--- src/sv/lmpd_pkg.sv ---
// Package with shared constants and types of the local maximum point detector.
package lmpd_pkg;
  localparam int MaxWidth  = 256;
  localparam int MaxHeight = 256;
  localparam int XW = $clog2(MaxWidth);
  localparam int YW = $clog2(MaxHeight);
  localparam int AW = XW + YW;
  localparam int QDEPTH = 2;

  typedef enum logic [1:0] {
    CMD_START = 2'd0,
    CMD_LOAD  = 2'd1,
    CMD_FETCH = 2'd2,
    CMD_NONE  = 2'd3
  } cmd_t;

  typedef enum logic [1:0] {
    CFG_WIDTH  = 2'd0,
    CFG_HEIGHT = 2'd1,
    CFG_COEFF  = 2'd2
  } cfg_idx_t;

  typedef struct packed {
    cmd_t               cmd;
    logic [7:0]         x;
    logic [7:0]         y;
    logic signed [31:0] value;
  } op_t;

  typedef struct packed {
    logic               found;
    logic [7:0]         x;
    logic [7:0]         y;
    logic signed [31:0] value;
  } res_t;
endpackage

--- src/sv/lmpd_front.sv ---
// Front end: classifies input words, filters out-of-range loads and no-op words, queues the rest.
module lmpd_front (
  input  logic              clk,
  input  logic              rst_n,
  input  logic              push,
  input  logic [1:0]        command,
  input  logic [7:0]        pixel_x,
  input  logic [7:0]        pixel_y,
  input  logic signed [31:0] pixel_value,
  input  logic [8:0]        eff_w,
  input  logic [8:0]        eff_h,
  output logic              full,
  output logic              q_valid,
  output lmpd_pkg::op_t     q_op,
  input  logic              q_take
);
  lmpd_pkg::op_t q_mem_r [lmpd_pkg::QDEPTH];
  logic          rd_r, rd_nxt, wr_r, wr_nxt;
  logic [1:0]    cnt_r, cnt_nxt;
  logic          acc, keep;
  lmpd_pkg::cmd_t c;

  assign c = lmpd_pkg::cmd_t'(command);
  assign full = (cnt_r == 2'(lmpd_pkg::QDEPTH));
  assign acc = push && !full;
  always_comb begin
    unique case (c)
      lmpd_pkg::CMD_START, lmpd_pkg::CMD_FETCH: keep = 1'b1;
      lmpd_pkg::CMD_LOAD: keep = ({1'b0, pixel_x} < eff_w) && ({1'b0, pixel_y} < eff_h);
      default: keep = 1'b0;
    endcase
  end
  assign q_valid = (cnt_r != 2'd0);
  assign q_op = q_mem_r[rd_r];
  always_comb begin
    wr_nxt = wr_r + 1'b1;
    rd_nxt = rd_r + 1'b1;
    cnt_nxt = cnt_r + ((acc && keep) ? 2'd1 : 2'd0) - ((q_take && q_valid) ? 2'd1 : 2'd0);
  end
  always_ff @(posedge clk) begin
    if (acc && keep) begin
      q_mem_r[wr_r] <= '{cmd: c, x: pixel_x, y: pixel_y, value: pixel_value};
    end
    if (!rst_n) begin
      rd_r <= 1'b0;
      wr_r <= 1'b0;
      cnt_r <= 2'd0;
    end else begin
      if (acc && keep) wr_r <= wr_nxt;
      if (q_take && q_valid) rd_r <= rd_nxt;
      cnt_r <= cnt_nxt;
    end
  end
endmodule

--- config.mk ---
export PLATFORM = sky130hd
export DESIGN_NAME = lmpd_front
export DESIGN_NICKNAME = d
export VERILOG_FILES = /design/src/sv/lmpd_pkg.sv /design/src/sv/lmpd_front.sv
export SDC_FILE = /design/constraint.sdc
export NUM_CORES = 1
export LEC_CHECK = 0
export ABC_AREA = 1
export BUFFER_PORTS_ARGS = -buffer_cell sky130_fd_sc_hd__buf_2
export CORE_UTILIZATION = 52
export DETAILED_ROUTE_END_ITERATION = 10
export PLACE_DENSITY = 0.8
export SLEW_MARGIN = 20
export SYNTH_ARGS = -nofsm -noshare
export SYNTH_HDL_FRONTEND = slang
export SYNTH_SLANG_ARGS = --single-unit
--- constraint.sdc ---
create_clock -name clk -period 4.8 [get_ports clk]
set_input_delay 0.72 -clock clk [delete_from_list [all_inputs] [get_ports clk]]
set_output_delay 0.72 -clock clk [all_outputs]
set_load 0.01 [all_outputs]
==> results of run 1 <==
## logic make-up (layout without fill, tap and decap cells)
| group | Yosys count | after routing |
|---|---|---|
| XOR/XNOR | 1 | 1 |
| adder cells (fa/ha/maj) | 16 | 16 |
| buffers and inverters | 39 | 174 |
| AO/OA/AOI/OAI | 9 | 9 |
| multiplexers | 50 | 50 |
| AND/OR/NAND/NOR | 46 | 46 |
| flip-flops | 105 | 105 |
## cell type report
cell class	instances	area, um^2	area share (%)
Timing Repair Buffer	125	631	12.0
Inverter	33	125	2.38
Clock buffer	9	124	2.36
Sequential cell	105	3100	59.0
Multi-Input combinational cell	122	1050	20.0
Tap cell	102	128	2.43
Clock inverter	7	93.8	1.78
## registers in the layout, indices dropped and copies added, names as in the netlist, named ones only
register,cells
q_mem_r,100
wr_r,1
rd_r,1
cnt_r,2
## critical path, delay by kind of cell (launching register included)
| family | cells | cell delay, ps |
|---|---|---|
| flip-flops | 1 | 700 |
| buffers and inverters | 2 | 600 |
| multiplexers | 1 | 390 |
## power by group
part | total, mW | internal (mW) | switching [mW]
registers | 1.17 | 1.12 | 0.0473
clock network | 0.578 | 0.294 | 0.285
logic | 0.514 | 0.228 | 0.286
## layer usage
metal	vias to the layer above	global-route usage [%]	wire length, um
li1	1214	-	-
met1	1173	20.4	3130
met2	85	28.8	3550
met3	8	5.45	397
met4	0	5.90	109
met5	-	0	0
## final timing paths
path                                       end  slack (ps)  cells after the start
worst min register to register        register         470                      1
worst min-delay path                  register         470                      1
worst max-delay path                  q_op[24]        2000                      3
worst max register to register  q_mem_r[0][12]        2750                      6
## through the flow
stage          area [um^2]  cells  hold slack, ps
2_1_floorplan         4310    266             430
3_3_place_gp          5040    487             431
3_5_place_dp          5040    487             445
4_1_cts               5260    503             468
5_1_grt               5260    503             502
6_report              5260    503             466
## cells in the final DEF (no fill, tap or decap)
master and count:
sky130_fd_sc_hd__a21oi_1 6, sky130_fd_sc_hd__a21oi_2 1, sky130_fd_sc_hd__and3_1 2, sky130_fd_sc_hd__buf_2 123, sky130_fd_sc_hd__buf_4 2, sky130_fd_sc_hd__bufinv_16 2, sky130_fd_sc_hd__clkbuf_8 9, sky130_fd_sc_hd__clkinv_1 1
sky130_fd_sc_hd__clkinv_2 2, sky130_fd_sc_hd__clkinv_4 1, sky130_fd_sc_hd__clkinvlp_4 1, sky130_fd_sc_hd__dfxtp_1 4, sky130_fd_sc_hd__dfxtp_2 1, sky130_fd_sc_hd__edfxtp_1 100, sky130_fd_sc_hd__ha_1 16, sky130_fd_sc_hd__inv_1 30
sky130_fd_sc_hd__inv_2 2, sky130_fd_sc_hd__inv_6 1, sky130_fd_sc_hd__mux2_1 50, sky130_fd_sc_hd__nand2_1 27, sky130_fd_sc_hd__nand2_2 1, sky130_fd_sc_hd__nand2_4 1, sky130_fd_sc_hd__nand3_1 2, sky130_fd_sc_hd__nand3_2 2
sky130_fd_sc_hd__nand3b_1 1, sky130_fd_sc_hd__nor2_1 4, sky130_fd_sc_hd__nor2_2 3, sky130_fd_sc_hd__nor2_4 2, sky130_fd_sc_hd__o21ai_0 1, sky130_fd_sc_hd__o21ai_1 1, sky130_fd_sc_hd__or2_1 1, sky130_fd_sc_hd__xnor2_1 1
==> summary by stage, run 1 <==
Clock tree
The clock reaches the later pin of the worst-skew pair after about 360 ps. CTS built an H-tree with a depth of 3. After clock tree synthesis, the flow added hold-fix buffers numbering 0.

In this run, CTS created clock tree buffers numbering 9. The root buffer selected by CTS is sky130_fd_sc_hd__clkbuf_8. TritonCTS built the clock tree. After clock tree synthesis, the setup repair step added 0 buffers.

The quantity of gates resized following cts is 0. After clock tree synthesis, the clock-pin slew on the worst setup and hold paths is 100 ps. The clock sink count is 105. The maximum clock insertion buffer count is 2.

Global routing
The all-layer global routing usage is roughly 17%. Entering global routing, the biggest net connects 51 pins. The via count of the first global-routing pass is roughly 2300.

The number of antenna violations at the first check in global routing is 0. The global-route wire length before repair is roughly 11000 um. After global routing the overflow that remains totals 0.

Layout
The proportion of layout cells with a drive suffix above 1 is between 30% and 40%. 0 antenna diodes ended up in the layout. The relative area change from synthesis to final layout is 21.9%. The final layout contains around 480 nets.

The final core utilization is ~67%. The filler cells instantiated in the layout total between 500 and 600.

Timing
The final number of max-transition violations came to 0. The final setup TNS is 0 ps. After layout, the worst path uses about three fifths of the clock period. The setup-violating endpoint count in the final report is 0. The routed design could run at a clock period as short as ~2800 ps. The highest achievable clock rate is approximately 360 MHz. Setup repair after global routing left no endpoint under its margin. The transition time at the pin with the least slew margin is just under 900 ps. After layout, the worst setup slack is approximately 2000 ps. The final worst clock skew is 11.9 ps. The final number of hold-violating endpoints is 0. Headroom to the max-slew limit came out at 41.5%.

Min path
The start point of the worst min-delay path is rd_r. The worst hold path belongs to the class register to register.

Setup path
In this design, the stage delay of the slowest critical-path cell is 700 ps. The worst setup path is launched from a register. The cell type of the slowest stage on the worst timing path is sky130_fd_sc_hd__dfxtp_2. The endpoint class of the critical path is an output pin. The required time of the worst setup path is 4080 ps.

The maximum fanout along the worst path is 27. Data on the critical path arrives at its endpoint at about 2100 ps. Walking the worst path, the cells encountered are buf_4 -> mux2_1 -> buf_2. The worst flop-to-flop path startpoint is cnt_r[1]. The critical path in this run is classified as register to output pin.

Logic synthesis
The synthesized instance count is between 200 and 300. The number of storage elements in the synthesis netlist is about 110. The mean area per synthesized cell is ~16 um^2. The synthesized netlist occupies a cell area of between 4000 and 5000 um^2. The number of nets in the synthesized netlist is 354.

Summing the areas of all fa, ha and maj instances in the mapped netlist gives under 10% of the synthesized area. After synthesis, flip-flops and latches occupy a little under three quarters of the total area. The synthesized netlist devotes 1.13% of its cell area to compound gates.

Counting flops with an async set or reset pin after synthesis yields a share of 0%. The count of flip-flops with a built-in enable after synthesis is 100. The mux contribution to synthesized area is 13.1%. The count of yosys warnings during synthesis is 0. The post-synthesis cell type with the largest combined area is sky130_fd_sc_hd__edfxtp_1.

By area, the combinational part of the netlist is dominated by multiplexers. The share of Yosys cell area claimed by the top area cell type is slightly below 70%. Yosys mapped the design onto 24 distinct sky130hd cell types. sky130_fd_sc_hd__edfxtp_1 is the most common cell in the netlist. Of the total synthesized cell area, the portion taken by XOR and XNOR cells is 0.203%. The simple logic cell fraction of the synthesized area is between 5 and 6%. By count the netlist is led by sky130_fd_sc_hd__edfxtp_1, sky130_fd_sc_hd__mux2_1, sky130_fd_sc_hd__inv_1. By area the synthesized netlist is led by sky130_fd_sc_hd__edfxtp_1, sky130_fd_sc_hd__mux2_1, sky130_fd_sc_hd__ha_1. The most frequently used flop master after synthesis is sky130_fd_sc_hd__edfxtp_1.

Pwr
Power spread over the standard cell area amounts to roughly 430 nW/um^2. The leakage power total is between 2 and 2.5 nW. After layout, the design draws a total of ~2.3 mW. The maximum resistive drop on vdd is 0.170 mV.

Floorplan
For this configuration, the core starts out at a cell density of 54.7%. The full die area is 8660 um^2. The count of pins on the block boundary is between 100 and 150. Row generation in the floorplan step produced 32 rows. The core region is 7890 um^2.

The die span in x is around 93 um. Measured along the y axis, the die boundary spans 93.1 um.

Drt
The number of vias in the routed layout is between 2000 and 2500. After the first detailed-routing iteration, the DRC count stood at between 40 and 50. After detailed routing, the number of remaining DRC violations is 0. After detailed routing, the total wire length is 7190 um. The pre-antenna-repair detailed-routing pass consisted of 4 iterations. The detail route stage leaves a number of antenna-violating nets equal to 0. Dividing the detail-routed wire length by the instance count gives ~14 um. The post-detailed-route via-to-cell ratio is roughly 4.9.

Placement
Prior to clock tree synthesis, the placed netlist has a worst setup slack of roughly 1600 ps. The final weighted congestion in routability-driven placement is around 0.83. Buffers placed on the I/O ports in this run total about 120.

The HPWL after detailed placement is approximately 5100 um.

Outcome
The flow ran to the end, and the final reports show no timing, DRC or antenna violations.

Flow run
The count of maximum capacitance violations is 0.
Note: power is estimated with default switching activity, not from simulation.
==> inputs of run 2 (changes only) <==
--- a/config.mk
+++ b/config.mk
@@ -7,9 +7,9 @@
 export LEC_CHECK = 0
 export ABC_AREA = 1
 export BUFFER_PORTS_ARGS = -buffer_cell sky130_fd_sc_hd__buf_2
-export CORE_UTILIZATION = 52
+export CORE_UTILIZATION = 47
 export DETAILED_ROUTE_END_ITERATION = 10
-export PLACE_DENSITY = 0.8
+export PLACE_DENSITY = 0.76
 export SLEW_MARGIN = 20
 export SYNTH_ARGS = -nofsm -noshare
 export SYNTH_HDL_FRONTEND = slang
==> constraint.sdc (replaced) <==
create_clock -name clk -period 2.53 [get_ports clk]
set_input_delay 0.3795 -clock clk [delete_from_list [all_inputs] [get_ports clk]]
set_output_delay 0.3795 -clock clk [all_outputs]
set_load 0.01 [all_outputs]
==> summary by stage, run 2 (same netlist as run 1, synthesis figures left out) <==
Outcome
The run finished, with violations left. The final reports fail on design-rule violations.

Pwr
The leakage power total is 2.24 nW (+1.6%). The switching fraction of total power was 27.8% (+0.44 points). The clock share of power came to 25.9% (+0.3 points). The switching power of the nets came to 1.22 mW (+98%). The power density over the cells is 820 nW/um^2 (+91%). The maximum resistive drop on vdd came to 0.550 mV (+220%). The internal power is 3.18 mW (+93%). The part of the power in combinational logic is 23.9% (+1.2 points). The total power draw came to 4.40 mW (+95%). The sequential fraction of design power was 50.2% (-1.5 points).

Layout
The number of antenna diodes is 0 (unchanged). In the final layout, the registers with the most flip-flops are q_mem_r (100), cnt_r (2). The commonest non-fill, non-tap cell in the layout is sky130_fd_sc_hd__buf_2. The proportion of layout cells with a drive suffix above 1 is 39.0% (+0.61 points). More flip-flops sit in one register than any other, and that register is q_mem_r. The flip-flop count of the largest register, all copies and words added is 100 (unchanged). In the layout the commonest cells are sky130_fd_sc_hd__buf_2, sky130_fd_sc_hd__edfxtp_1, sky130_fd_sc_hd__mux2_1. The net total in the final layout is 488 (+0.83%).

The count of placed standard cells in the final layout, fillers left out was 513 (+2.0%). The count of filler cells inserted in the layout is 683 (+19%). The relative area change from synthesis to final layout is 24.4%.

Floorplan
The effective utilization at floorplan is 49.0% (-5.7 points). The floorplan die height is 97.8 um (+5.1%). The die span in x came to 97.8 um (+5.1%). The cell row count was 34 (+6.3%).

The count of pins on the block boundary is 124 (unchanged). The core outline area is 8810 um^2 (+12%). The full die area is 9560 um^2 (+10%).

Min path
The instance count along the most critical hold path is 1 (unchanged). In this run the worst hold path is classified as input pin to register. The worst hold path terminates at q_mem_r[1][21]. The start point of the worst min-delay path is pixel_value[21].

Clock tree
The number of H-tree levels was 3 (unchanged). The clock-pin slew of the registers on the worst-case setup and hold paths is 110 ps (about the same). The maximum clock insertion buffer count is 2 (unchanged). TritonCTS built the clock tree.

The root buffer selected by CTS is sky130_fd_sc_hd__clkbuf_8. The clock latency on the worst-skew pair was 360 ps (about the same). The count of buffers added by post-CTS timing repair for setup was 0 (unchanged). The quantity of gates resized following cts is 0 (unchanged). The number of buffers created by CTS was 9 (unchanged). The post-cts hold buffer count is 0 (unchanged). The clock sink count is 105 (unchanged).

Timing
The share of the cycle needed by the critical path after routing is 84.4%. The worst slew slack as a fraction of its limit is 65.3% (+24 points). The final worst clock skew is 14.1 ps (+2.24 ps). Setup repair after global routing left no endpoint under its margin.

The minimum period implied by the final worst setup slack is approximately 2100 ps. The setup-violating endpoint count in the final report was 0 (unchanged). The final setup TNS is 0 ps (unchanged). The final number of hold-violating endpoints was 0 (unchanged). For this run, the top clock speed supported by timing is between 400 and 500 MHz. The transition time at the pin with the least slew margin is 521 ps (-357 ps).

The final number of max-transition violations was 0 (unchanged).

Drt
The total length of routed wires is 7440 um (+3.5%). The count of TritonRoute iterations in the first routing pass came to 9 (+5). The first-iteration detailed-routing DRC count was 88 (+96%). The post-detailed-route via-to-cell ratio is 4.92 (-0.13%). The number of design rule violations left after detail routing came to 20 (+20). The count of antenna-violating nets left after detailed routing is 0 (unchanged).

The number of vias in the routed layout is 2526 (+1.9%). The mean routed wirelength per cell came to 14.5 um (+1.5%).

Setup path
The required time of the worst setup path is 2150 ps (-1930 ps). The worst setup path is of the register to output pin kind. The depth of the worst register-to-register path is 10 (+4). The data arrival time of the critical path is 1760 ps (-320 ps). The worst flop-to-flop path startpoint is cnt_r[1]. The capture point of the worst reg-to-reg path is cnt_r[1]. The startpoint type of the worst setup path is a register.

The slack of the worst reg-to-reg path is 870 ps (-1880 ps). The endpoint class of the critical path is an output pin. The maximum fanout along the worst path is 18 (-33%).

Placement
The final weighted congestion in routability-driven placement is 0.815 (-1.7%). The number of placed cells counting well taps is 497 (+2.1%). The estimated wirelength of the detail-placed design is 5290 um (+4.2%). The count of buffers inserted at the top-level ports is 123 (unchanged).

Global routing
The all-layer global routing usage is 16.6% (-0.33 points). The overflow left after global routing was 0 (unchanged). The pin count of the biggest net entering global routing is 30 (-41%). The via count of the first global-routing pass is 2654 (+15%). The number of antenna violations at the first check in global routing was 0 (unchanged). The global-route wire length before repair came to 12300 um (+14%).

Flow run
The count of maximum capacitance violations was 0 (unchanged).
==> run 2: per-layer routing <==
layer	global-route usage [%]	wire length [um]	part of all wire (%)
met1	21.2	3330	45
met2	27.8	3520	47
met3	4.29	474	6.4
met4	5.83	112	1.5
met5	0	0	0
==> run 2: power groups by stage <==
stage	Sequential, mW	Combinational (mW)	Clock (mW)
6_report	2.21	1.05	1.14
5_1_grt	2.23	1.16	1.24
4_1_cts	2.21	1.07	1.17
3_5_place_dp	2.25	1.06	0
3_3_place_gp	2.24	1.05	0
2_1_floorplan	2.20	0.658	0
==> run 2: worst max path at each step <==
stage	endpoint	startpoint	slack [ps]	cells after the start
after floorplan	q_mem_r[0][0]	eff_w[2]	160	11
after global placement	cnt_r[1]	pixel_x[2]	190	16
after detailed placement	cnt_r[1]	pixel_x[2]	140	16
after CTS	q_op[45]	register	360	3
after global routing	q_op[45]	register	280	3
final	q_op[45]	register	390	3
==> run 2: area by class of cell <==
cell class | instances | area (um^2) | share of cell area (%)
Clock buffer | 9 | 124 | 2.31
Clock inverter | 7 | 98.8 | 1.84
Inverter | 33 | 128 | 2.38
Multi-Input combinational cell | 122 | 1050 | 19.6
Sequential cell | 105 | 3100 | 57.9
Tap cell | 108 | 135 | 2.52
Timing Repair Buffer | 129 | 723 | 13.5
==> run 2: metrics by stage <==
step	instance area, um^2	util, %	setup WS [ps]	hold WS [ps]
floorplan	4320	-	161	430
global placement	5140	58.4	192	442
global route	5370	60.9	280	168
CTS	5370	60.9	357	181
detailed placement	5140	58.4	141	459
finish	5370	60.9	394	198
==> run 2: worst max-delay path, stage by stage, from the launching register on <==
cell and delay (ps):
sky130_fd_sc_hd__dfxtp_2 670, sky130_fd_sc_hd__buf_12 230, sky130_fd_sc_hd__mux2_1 350, sky130_fd_sc_hd__buf_2 150
==> inputs of run 3 (changes only) <==
--- a/config.mk
+++ b/config.mk
@@ -7,9 +7,9 @@
 export LEC_CHECK = 0
 export ABC_AREA = 1
 export BUFFER_PORTS_ARGS = -buffer_cell sky130_fd_sc_hd__buf_2
-export CORE_UTILIZATION = 47
+export CORE_UTILIZATION = 52
 export DETAILED_ROUTE_END_ITERATION = 10
-export PLACE_DENSITY = 0.76
+export PLACE_DENSITY = 0.8
 export SLEW_MARGIN = 20
 export SYNTH_ARGS = -nofsm -noshare
 export SYNTH_HDL_FRONTEND = slang
==> constraint.sdc (replaced) <==
create_clock -name clk -period 2.2 [get_ports clk]
set_input_delay 0.33 -clock clk [delete_from_list [all_inputs] [get_ports clk]]
set_output_delay 0.33 -clock clk [all_outputs]
set_load 0.01 [all_outputs]
==> summary by stage, run 3 (same netlist as run 1, synthesis figures left out) <==
Pwr
The switching fraction of total power is 27.6% (-0.24 points). The clock share of power is 25.6% (-0.3 points). The leakage power total is 2.29 nW (+2.2%). The part of the power in combinational logic is 24.8% (+0.9 points). The maximum resistive drop on vdd is 0.407 mV (-26%). The switching power of the nets is 1.40 mW (+15%). The internal power came to 3.69 mW (+16%). The sequential fraction of design power came to 49.7% (-0.5 points). The power density over the cells was 924 nW/um^2 (+13%).

Layout
The flip-flop count of the largest register, all copies and words added is 100 (unchanged). The number of antenna diodes came to 0 (unchanged). The final non-filler cell area is 5510 um^2 (+2.7%).

Leaving out fill and tap cells, the most frequent cells in the layout are sky130_fd_sc_hd__buf_2, sky130_fd_sc_hd__edfxtp_1, sky130_fd_sc_hd__mux2_1. The count of placed standard cells in the final layout, fillers left out is 515 (+0.39%). The relative area change from synthesis to final layout is 27.8%. The register with the most flip-flops is q_mem_r.

The net total in the final layout is 496 (+1.6%). The proportion of layout cells with a drive suffix above 1 is 42.4% (+3.4 points). In the final layout, the registers with the most flip-flops are q_mem_r (100), cnt_r (2). Leaving out fill and tap cells, the most frequent cell in the layout is sky130_fd_sc_hd__buf_2. The final core utilization was 69.9% (+8.9 points).

Clock tree
The clock sink count is 105 (unchanged). The number of H-tree levels is 3 (unchanged). The clock-pin slew of the registers on the worst-case setup and hold paths was 100 ps (about the same). The clock tree from TritonCTS is built. The quantity of gates resized following cts is 0 (unchanged). The post-cts hold buffer count is 0 (unchanged). The count of buffers added by post-CTS timing repair for setup was 0 (unchanged).

The root buffer selected by CTS is sky130_fd_sc_hd__clkbuf_8. The number of buffers created by CTS is 9 (unchanged). The maximum clock insertion buffer count is 2 (unchanged).

The clock latency on the worst-skew pair is 360 ps (about the same).

Setup path
The critical path start-end classification is register to output pin. The maximum fanout along the worst path is 22 (+4). The largest individual stage delay along the critical path comes from the cell sky130_fd_sc_hd__dfxtp_2.

The required time of the worst setup path was 1870 ps (-280 ps). The worst setup path is captured at an output pin. The delay of the slowest critical-path stage came to 570 ps (-100 ps). The slack of the worst reg-to-reg path came to 590 ps (-280 ps).

The capturing instance or port of the critical path is q_op[2]. The worst flop-to-flop path startpoint is cnt_r[1]. The endpoint identified for the worst register-to-register timing path is cnt_r[1].

The depth of the worst register-to-register path is 10 (unchanged). The startpoint type of the worst setup path is a register. Walking the worst path, the cells encountered are buf_12 -> mux2_1 -> buf_2. The data arrival time of the critical path was 1670 ps (-90 ps).

Floorplan
The count of pins on the block boundary came to 124 (unchanged). The core outline area was 7890 um^2 (-10%). The cell row count was 32 (-5.9%).

The die span in x was 93.1 um (-4.8%). The floorplan die height is 93.1 um (-4.8%). The effective utilization at floorplan came to 54.7% (+5.7 points). The full die area is 8660 um^2 (-9.4%).

Timing
The worst hold slack across all endpoints is 151 ps (-46.7 ps). After layout, the minimum clock period comes to roughly 2000 ps. The highest achievable clock rate is ~500 MHz.

The setup-violating endpoint count in the final report is 0 (unchanged). The final setup TNS was 0 ps (unchanged). The transition time at the pin with the least slew margin is 363 ps (-158 ps). The final number of max-transition violations was 0 (unchanged). The final number of hold-violating endpoints is 0 (unchanged). Setup repair after global routing left no endpoint under its margin. The worst slew slack as a fraction of its limit came to 75.8% (+11 points). The final worst clock skew was 14.3 ps (+0.198 ps). The share of the cycle needed by the critical path after routing is about nine tenths.

Outcome
The run finished with clean final reports.

Global routing
The pin count of the biggest net entering global routing came to 29 (-3.3%). The overflow left after global routing is 0 (unchanged). The number of antenna violations at the first check in global routing is 0 (unchanged). The via count of the first global-routing pass came to 2550 (-3.9%). The global-route wire length before repair is 11500 um (-6.1%). The all-layer global routing usage is 17.9% (+1.3 points).

Drt
The count of TritonRoute iterations in the first routing pass is 4 (-5). The count of antenna-violating nets left after detailed routing is 0 (unchanged). The post-detailed-route via-to-cell ratio came to 4.99 (+1.3%). The first-iteration detailed-routing DRC count came to 67 (-24%). The total length of routed wires is 7360 um (-1.1%). The number of vias in the routed layout came to 2569 (+1.7%). The mean routed wirelength per cell is 14.3 um (-1.5%). The number of design rule violations left after detail routing is 0 (-100%).

Min path
In this run the worst hold path is classified as input pin to register.

Placement
The number of placed cells counting well taps is 499 (+0.40%). The count of buffers inserted at the top-level ports is 123 (unchanged). The estimated wirelength of the detail-placed design is 5410 um (+2.1%). The final weighted congestion in routability-driven placement is 0.715 (-12%).

The post-place instance area came to 5280 um^2 (+2.7%).

Flow run
The count of maximum capacitance violations is 0 (unchanged).
==> run 3: power groups by stage <==
stage	registers, mW	logic (mW)	clock network [mW]
after detailed placement	2.58	1.27	0
after CTS	2.53	1.29	1.33
after floorplan	2.53	0.770	0
after global routing	2.55	1.38	1.40
after global placement	2.56	1.25	0
final	2.53	1.26	1.30
==> run 3: worst min-delay path by stage <==
stage,from,cells after the start,to
CTS,pixel_value[18],1,q_mem_r[0][18]
floorplan,rst_n,2,cnt_r[0]
global placement,rd_r,1,register
detailed placement,rd_r,1,register
finish,pixel_value[18],1,q_mem_r[0][18]
global route,pixel_value[18],1,q_mem_r[0][18]
==> run 3: area by class of cell <==
class,count,area (um^2)
clock inverter,7,103
clock buffer,9,124
inverter,33,145
multi-input combinational,122,1110
fill,561,2380
sequential,105,3100
timing repair buffer,137,796
tap,102,128
==> run 3: layer usage <==
metal	routed length (um)	vias to the layer above	GRT usage (%)
li1	-	1235	-
met1	2960	1215	20.5
met2	3770	107	32.2
met3	482	12	3.82
met4	137	0	8.08
met5	0	-	0
==> run 3: worst max-delay path, delay by kind of cell, from the launching register on <==
| family | cells | cell delay (ps) |
|---|---|---|
| flip-flops | 1 | 570 |
| buffers and inverters | 2 | 380 |
| multiplexers | 1 | 350 |
==> run 3: through the flow <==
step / total power [mW] / setup WS (ps)
floorplan: 3.30 / -115
global placement: 3.81 / -72.3
detailed placement: 3.85 / -148
CTS: 5.14 / 180
global route: 5.33 / 121
finish: 5.09 / 200
